--- src/design/cxr_pkg.sv ---
`timescale 1ns / 1ps

package cxr_pkg;

  // Field widths of the channels and the configuration register.
  localparam int CipherWidth = 8;
  localparam int LengthWidth = 16;
  localparam int CheckCount  = 4;
  localparam int PhaseWidth  = 4;
  localparam int TrailWidth  = 2;

  localparam int KeyLen = 10;

  // Reset values of the register and of the running checks.
  localparam logic [LengthWidth-1:0] LengthReset = 16'd1;
  localparam logic [PhaseWidth-1:0]  PhaseReset  = 4'd1;
  localparam logic [7:0]             MulSeed     = 8'd1;

  // Last key phase before it wraps to zero.
  localparam logic [PhaseWidth-1:0] PhaseLast = 4'(KeyLen - 1);

  // Trailer slots, in the order the check bytes arrive.
  localparam logic [TrailWidth-1:0] TrailAdd = 2'd0;
  localparam logic [TrailWidth-1:0] TrailSub = 2'd1;
  localparam logic [TrailWidth-1:0] TrailMul = 2'd2;
  localparam logic [TrailWidth-1:0] TrailXor = 2'd3;

  // One result item as it sits in the output register.
  typedef struct packed {
    logic                   is_verdict;
    logic [CipherWidth-1:0] plain_byte;
    logic                   record_ok;
    logic [CheckCount-1:0]  mismatch_mask;
  } result_t;

  // Key byte for a phase; phases past the key length fall back to the byte of phase zero.
  function automatic logic [7:0] key_byte(input logic [PhaseWidth-1:0] phase);
    logic [7:0] k;
    begin
      case (phase)
        4'd1:    k = 8'd23;
        4'd2:    k = 8'd16;
        4'd3:    k = 8'd192;
        4'd4:    k = 8'd254;
        4'd5:    k = 8'd82;
        4'd6:    k = 8'd113;
        4'd7:    k = 8'd147;
        4'd8:    k = 8'd62;
        4'd9:    k = 8'd99;
        default: k = 8'd58;
      endcase
      return k;
    end
  endfunction

endpackage

--- src/design/cxr_if.sv ---
`timescale 1ns / 1ps

// Channel carrying ciphertext bytes into the block.
interface cxr_in_if
  import cxr_pkg::*;
  ();
  logic                   valid;
  logic                   ready;
  logic [CipherWidth-1:0] cipher_byte;

  modport source (output valid, output cipher_byte, input ready);
  modport sink (input valid, input cipher_byte, output ready);
endinterface

// Channel carrying plaintext bytes and record verdicts out of the block.
interface cxr_out_if
  import cxr_pkg::*;
  ();
  logic                   valid;
  logic                   ready;
  logic                   is_verdict;
  logic [CipherWidth-1:0] plain_byte;
  logic                   record_ok;
  logic [CheckCount-1:0]  mismatch_mask;

  modport source (output valid, output is_verdict, output plain_byte,
                  output record_ok, output mismatch_mask, input ready);
  modport sink (input valid, input is_verdict, input plain_byte,
                input record_ok, input mismatch_mask, output ready);
endinterface

--- src/design/chained_xor_record_decrypt_check_top.sv ---
`timescale 1ns / 1ps

// Chained XOR record decryptor with a four-way integrity check.
// The din channel takes one ciphertext byte per item: record_length body
// bytes, then four check bytes (add, subtract, multiply hash, xor).
// Each body byte yields one plaintext item on dout. The first three check
// bytes yield nothing; the fourth yields a verdict item with record_ok and
// a mismatch mask, after which the block rearms for the next record.
// The user must write the length register through cfg_we/cfg_data only
// while idle; the block does not enforce this. One byte is taken every
// cycle while din is ready; a single pass of logic carries each accepted
// byte into the state registers and the output register or skid entry.
// An output register plus one skid entry parts the two sides, so din stays
// ready while a result waits; din drops ready only when both hold items.
// Reset (rst, synchronous) sets record_length to 1, clears both output
// entries and returns the key phase, chaining and checks to their seeds.
module chained_xor_record_decrypt_check_top
  import cxr_pkg::*;
  (
  input  logic                   clk,
  input  logic                   rst,
  cxr_in_if.sink                 din,
  cxr_out_if.source              dout,
  input  logic                   cfg_we,
  input  logic [LengthWidth-1:0] cfg_data
);

  logic [LengthWidth-1:0] record_length;
  logic [LengthWidth-1:0] byte_position;
  logic [TrailWidth-1:0]  trailer_count;
  logic [PhaseWidth-1:0]  key_phase;
  logic [7:0]             previous_cipher;
  logic [7:0]             add_check;
  logic [7:0]             sub_check;
  logic [7:0]             mul_check;
  logic [7:0]             xor_check;
  logic [CheckCount-1:0]  fail_bits;

  logic                   out_valid;
  result_t                out_item;
  logic                   skid_valid;
  result_t                skid_item;

  logic                   accept;
  logic                   pop;
  logic                   push;
  logic                   in_body;
  logic [7:0]             plain;
  logic [7:0]             product;
  logic [7:0]             expected;
  logic [CheckCount-1:0]  fail_next;
  result_t                new_item;

  assign accept = din.valid && din.ready;
  assign pop    = out_valid && dout.ready;
  assign in_body = byte_position < record_length;

  // Decrypt: key byte, chained with the previous ciphertext except at the start.
  always_comb begin
    plain = din.cipher_byte ^ key_byte(key_phase);
    if (byte_position != '0) begin
      plain = plain ^ previous_cipher;
    end
  end

  assign product = mul_check * plain;

  // Pick the running check that the current trailer byte is compared with.
  always_comb begin
    case (trailer_count)
      TrailAdd: expected = add_check;
      TrailSub: expected = sub_check;
      TrailMul: expected = mul_check;
      default:  expected = xor_check;
    endcase
  end

  always_comb begin
    fail_next = fail_bits;
    if (din.cipher_byte != expected) begin
      fail_next[trailer_count] = 1'b1;
    end
  end

  // Form the result item, if this byte causes one.
  always_comb begin
    new_item = '0;
    push     = 1'b0;
    if (in_body) begin
      new_item.plain_byte = plain;
      push                = accept;
    end else if (trailer_count == TrailXor) begin
      new_item.is_verdict    = 1'b1;
      new_item.record_ok     = (fail_next == '0);
      new_item.mismatch_mask = fail_next;
      push                   = accept;
    end
  end

  // Configuration register.
  always_ff @(posedge clk) begin
    if (rst) begin
      record_length <= LengthReset;
    end else if (cfg_we) begin
      record_length <= cfg_data;
    end
  end

  // Record state: body decryption, trailer compare and rearm after the verdict.
  always_ff @(posedge clk) begin
    if (rst) begin
      byte_position   <= '0;
      trailer_count   <= '0;
      key_phase       <= PhaseReset;
      previous_cipher <= '0;
      add_check       <= '0;
      sub_check       <= '0;
      mul_check       <= MulSeed;
      xor_check       <= '0;
      fail_bits       <= '0;
    end else if (accept) begin
      if (in_body) begin
        add_check       <= add_check + plain;
        sub_check       <= sub_check - plain;
        mul_check       <= product + 8'd1;
        xor_check       <= xor_check ^ plain;
        previous_cipher <= din.cipher_byte;
        byte_position   <= byte_position + LengthWidth'(1);
        key_phase       <= (key_phase >= PhaseLast) ? '0 : key_phase + PhaseWidth'(1);
      end else if (trailer_count != TrailXor) begin
        trailer_count <= trailer_count + TrailWidth'(1);
        fail_bits     <= fail_next;
      end else begin
        byte_position   <= '0;
        trailer_count   <= '0;
        key_phase       <= PhaseReset;
        previous_cipher <= '0;
        add_check       <= '0;
        sub_check       <= '0;
        mul_check       <= MulSeed;
        xor_check       <= '0;
        fail_bits       <= '0;
      end
    end
  end

  // Output register with one skid entry behind it.
  always_ff @(posedge clk) begin
    if (rst) begin
      out_valid  <= 1'b0;
      skid_valid <= 1'b0;
    end else if (!out_valid || pop) begin
      if (skid_valid) begin
        out_valid  <= 1'b1;
        skid_valid <= push;
      end else begin
        out_valid <= push;
      end
    end else if (push) begin
      skid_valid <= 1'b1;
    end
  end

  always_ff @(posedge clk) begin
    if (!out_valid || pop) begin
      if (skid_valid) begin
        out_item  <= skid_item;
        skid_item <= new_item;
      end else begin
        out_item <= new_item;
      end
    end else if (push) begin
      skid_item <= new_item;
    end
  end

  assign din.ready          = !skid_valid;
  assign dout.valid         = out_valid;
  assign dout.is_verdict    = out_item.is_verdict;
  assign dout.plain_byte    = out_item.plain_byte;
  assign dout.record_ok     = out_item.record_ok;
  assign dout.mismatch_mask = out_item.mismatch_mask;

endmodule
--- src/flat_wrapper.sv ---
// flat-port wrapper written by rule: the top's interface ports become plain ports
module chained_xor_record_decrypt_check_top_flat import cxr_pkg::*;
  (clk, rst, cfg_we, cfg_data, din_valid, din_cipher_byte, din_ready, dout_valid, dout_is_verdict, dout_plain_byte, dout_record_ok, dout_mismatch_mask, dout_ready);
  cxr_in_if din_i ();
  cxr_out_if dout_i ();
  input  logic clk;
  input  logic rst;
  input  logic cfg_we;
  input  logic [LengthWidth-1:0] cfg_data;
  input wire logic [$bits(din_i.valid)-1:0] din_valid;
  input wire logic [$bits(din_i.cipher_byte)-1:0] din_cipher_byte;
  output wire logic [$bits(din_i.ready)-1:0] din_ready;
  output wire logic [$bits(dout_i.valid)-1:0] dout_valid;
  output wire logic [$bits(dout_i.is_verdict)-1:0] dout_is_verdict;
  output wire logic [$bits(dout_i.plain_byte)-1:0] dout_plain_byte;
  output wire logic [$bits(dout_i.record_ok)-1:0] dout_record_ok;
  output wire logic [$bits(dout_i.mismatch_mask)-1:0] dout_mismatch_mask;
  input wire logic [$bits(dout_i.ready)-1:0] dout_ready;
  assign din_i.valid = din_valid;
  assign din_i.cipher_byte = din_cipher_byte;
  assign din_ready = din_i.ready;
  assign dout_valid = dout_i.valid;
  assign dout_is_verdict = dout_i.is_verdict;
  assign dout_plain_byte = dout_i.plain_byte;
  assign dout_record_ok = dout_i.record_ok;
  assign dout_mismatch_mask = dout_i.mismatch_mask;
  assign dout_i.ready = dout_ready;
  chained_xor_record_decrypt_check_top u_core (.clk(clk), .rst(rst), .din(din_i), .dout(dout_i), .cfg_we(cfg_we), .cfg_data(cfg_data));
endmodule
--- config.mk ---
export PLATFORM = sky130hd
export DESIGN_NAME = chained_xor_record_decrypt_check_top_flat
export DESIGN_NICKNAME = d
export VERILOG_FILES = /design/src/design/cxr_pkg.sv /design/src/design/cxr_if.sv /design/src/design/chained_xor_record_decrypt_check_top.sv /design/src/flat_wrapper.sv
export SDC_FILE = /design/constraint.sdc
export NUM_CORES = 1
export LEC_CHECK = 0
export ABC_AREA = 1
export BUFFER_PORTS_ARGS = -buffer_cell sky130_fd_sc_hd__buf_2
export CORE_UTILIZATION = 54
export CTS_CLUSTER_DIAMETER = 30
export DETAILED_ROUTE_END_ITERATION = 7
export GPL_TIMING_DRIVEN = 1
export PLACE_DENSITY = 0.72
export RECOVER_POWER = 50
export SYNTH_ARGS = -nofsm -noshare
export SYNTH_HDL_FRONTEND = slang
export SYNTH_SLANG_ARGS = --single-unit
--- constraint.sdc ---
create_clock -name clk -period 4.8 [get_ports clk]
set_input_delay 0.96 -clock clk [delete_from_list [all_inputs] [get_ports clk]]
set_output_delay 0.96 -clock clk [all_outputs]
set_load 0.02 [all_outputs]
==> summary.md <==
| Metric | Value |
|---|---|
| Final Wtd Congestion | 0.876 |
| Ys async rst share | 0 |
| Worst-Skew Late Latency | 0.42 ns |
| Count leader, synth | nand2_1 |
| Initial core utilization | 0.556 |
| Slew HR | 0.00951 |
| Reg-to-Reg Start | u_core.byte_position[1]$_SDFFE_PP0P_ |
| Top area cells in the synthesized netlist | dfxtp_1 (24%), nand2_1 (12%), edfxtp_1 (11%) |
| Status | finished, final reports clean |
| Final ANT Viol Nets | 0 |
| Slew at the pin closest to its max-slew limit | 1.49 ns |
| Slowest-stage cell, CP | fa_1 |
| Worst Setup End Kind | register |
| Syn Area/Cell | 7.49 um^2 |
| Largest net degree at the start of global routing | 34 |
| Top-area cell type share of the netlist area | 0.239 |
| Fraction of layout cells with a size suffix above 1 | 0.104 |
| Hold_buf cts | 0 |
| Placed Instances | 1239 |
| Final WL | 18100 um |
| Seq cells post-synth | 120 |
| Inserted Diodes | 0 |
| Post-Syn Instances | 1030 |
| Dominant synthesized flop cell | dfxtp_1 |
| Vias | 6708 |
| Antenna violations before repair | 0 |
| Critical path class | register to register |
| Post-Syn Area | 0.00771 mm^2 |
| CTS root buf | clkbuf_16 |
| Sink Count | 120 |
| CP required | 5.08 ns |
| Fin crit share | 0.925 |
| Vias in the first global route | 6112 |
| Fin cells | 1271 |
| CP peak stage delay | 0.54 ns |
| Crit-path most repeated cell | nand2_1 |
| Area grow syn2layout | 12.4% |
| Hold Slack | 0.430 ns |
| Die X | 122 um |
| Vias per inst | 5.28 |
| GR Util All Layers | 0.260 |
| Reg clk slew, reported paths | 0.06 ns |
| Grt total ovfl | 0 |
| RSZ-0062 raised after global routing | no |
| Wirelength per Cell | 14.3 um |
| Maximum fanout along the worst path | 9 |
| Die Area | 0.0148 mm^2 |
| Core area | 0.0139 mm^2 |
| Global-route wire length before repair | 29600 um |
| Multi-input gate area | 0.00432 mm^2 |
| Final Cell Area | 0.00867 mm^2 |
| DPL Wire Length | 12900 um |
| Synth cell types | 47 |
| Clock skew | 0.00773 ns |
| Minimum clock period | 4.44 ns |
| Worst Path Arrival | 4.72 ns |
| Fill count | 1290 |
| Post-CTS setup buffers | 0 |
| Highest Clock Rate | 225 MHz |
| Drt first-iter violations | 341 |
| H-tree depth | 4 |
| Die height | 122 um |
| Cell Rows | 43 |
| Startpoint type of the worst setup path | register |
| CTS Buf Count | 17 |
| # IOs | 45 |
| Hold Startpoint | u_core.fail_bits[3]$_SDFFE_PP0P_ |
| Ys Warns | 0 |
| Placed cell area | 0.00811 mm^2 |
| HP Class | register to register |
| Slew Limit Fails | 0 |
| Crit path buffers/inverters | 5 |
| Synth Net Count | 1135 |
| Worst path top cell family by delay | adder cells |
| DR DRC count | 0 |
| Leak pwr | 4.04 nW |
| Cts repair resizes | 0 |
| CTS tree | done |
| Maximum buffer depth of the clock tree | 2 |
| Net count, final | 1183 |
| Commonest cells post-synth | nand2_1 (242), inv_1 (140), dfxtp_1 (92), a21oi_1 (90), nor2_1 (75) |
| Fin. Hold Viols | 0 |
| EDFF count, synth | 28 |
| Storage cell area | 0.00268 mm^2 |
| Max Cap Violations | 0 |
| Pwr dens | 496 mW/mm^2 |
| Cell taking the most area after synthesis | dfxtp_1 |
| Maximum vdd drop | 242 uV |
| TNS Setup | 0 ns |
| Final setup fails | 0 |
| IO Port Bufs | 44 |
| Crit path launch | u_core.byte_position[1]$_SDFFE_PP0P_ |
| Post-synthesis sequential area ratio | 0.348 |
| 1st-pass router iterations | 7 |
==> metal layers <==
layer / vias up / global-route usage / share of wire
met4: 0 / 0.125 / 0.036
met1: 3056 / 0.323 / 0.44
met2: 183 / 0.434 / 0.47
met5: - / 0 / 0
li1: 3428 / - / -
met3: 41 / 0.0456 / 0.052
==> sequential cells by signal, summed over array words and instances, names as in the netlist, 8 cells and up, named ones only <==
name / flops
u_core.byte_position: 16
u_core.record_length: 16
u_core.skid_item: 14
u_core.add_check: 8
u_core.dout.plain_byte: 8
u_core.mul_check: 8
u_core.previous_cipher: 8
u_core.sub_check: 8
u_core.xor_check: 8
==> cells by family after synthesis <==
group	Yosys count	share of synthesized area
flip-flops	120	0.348
adder cells (fa/ha/maj)	76	0.137
AO/OA/AOI/OAI	175	0.122
buffers and inverters	178	0.0915
AND/OR/NAND/NOR	455	0.273
XOR/XNOR	26	0.0295
==> placed cells by master (no fill, tap or decap), types with 3 or more instances in the layout <==
cell	synthesis	routed
o21bai_1	3	3
xor2_1	17	17
nand2_2	9	7
or2_2	6	6
nand3_2	6	5
dfxtp_1	92	92
xnor2_1	9	9
clkbuf_1	13	20
nand3b_1	8	8
nor2_1	75	75
nor3_1	17	17
and3_1	3	3
edfxtp_1	28	28
fa_1	14	14
clkinv_4	0	3
ha_1	62	62
a21oi_1	90	90
nand2_1	242	244
nand2_4	10	10
buf_4	3	8
nor2_4	3	3
o21ai_0	54	54
nand4_1	9	9
o21ai_1	4	4
inv_1	140	141
clkbuf_16	0	17
inv_2	9	8
nand3_1	56	57
clkinv_1	2	3
buf_2	9	29
bufinv_16	0	3
o22ai_1	11	11
inv_6	0	3
==> per-stage QoR <==
step	setup slack, ns	util	power, W
final	0.360	0.624	0.00430
after global routing	0.0125	0.624	0.00464
after CTS	0.337	0.628	0.00432
after detailed placement	0.0368	0.584	0.00301
after global placement	0.146	0.584	0.00295
after floorplan	0.390	-	0.00261
==> area by class of cell <==
| cell class | instances | share of cell area |
|---|---|---|
| Clock buffer | 18 | 0.0495 |
| Clock inverter | 14 | 0.0198 |
| Inverter | 151 | 0.0654 |
| Multi-Input combinational cell | 732 | 0.498 |
| Sequential cell | 120 | 0.310 |
| Tap cell | 180 | 0.0260 |
| Timing Repair Buffer | 56 | 0.0319 |
==> worst reg2reg max path, stage by stage (launching register included) <==
cell and delay (ns):
dfxtp_1 0.34, inv_1 0.11, ha_1 0.17, nand2_2 0.09, nor2_8 0.21, nand2_8 0.14
nand2_4 0.11, nand2_4 0.05, inv_1 0.15, nand2_1 0.10, fa_1 0.43, fa_1 0.54
inv_1 0.05, fa_1 0.46, fa_1 0.45, nand3b_1 0.18, nand2_1 0.10, nand3b_1 0.11
nand2_1 0.06, inv_1 0.05, nand2_1 0.05, nand2_2 0.08, inv_2 0.04, nand2_1 0.06
nand3_2 0.06, nand3_2 0.07, a21oi_2 0.05
==> where the power goes <==
part           switching, W  internal, W
sequential        0.0000902      0.00117
clock              0.000492     0.000818
combinational       0.00105     0.000685
==> final timing paths <==
kind	end	slack, ns	depth (start not counted)
worst min-delay path	u_core.fail_bits[3]$_SDFFE_PP0P_	0.43	2
worst max-delay path	u_core.mul_check[7]$_SDFFE_PP0P_	0.36	26
worst max register to register	u_core.mul_check[7]$_SDFFE_PP0P_	0.36	26
worst min register to register	u_core.fail_bits[3]$_SDFFE_PP0P_	0.43	2
Note: power is estimated with default switching activity, not from simulation.
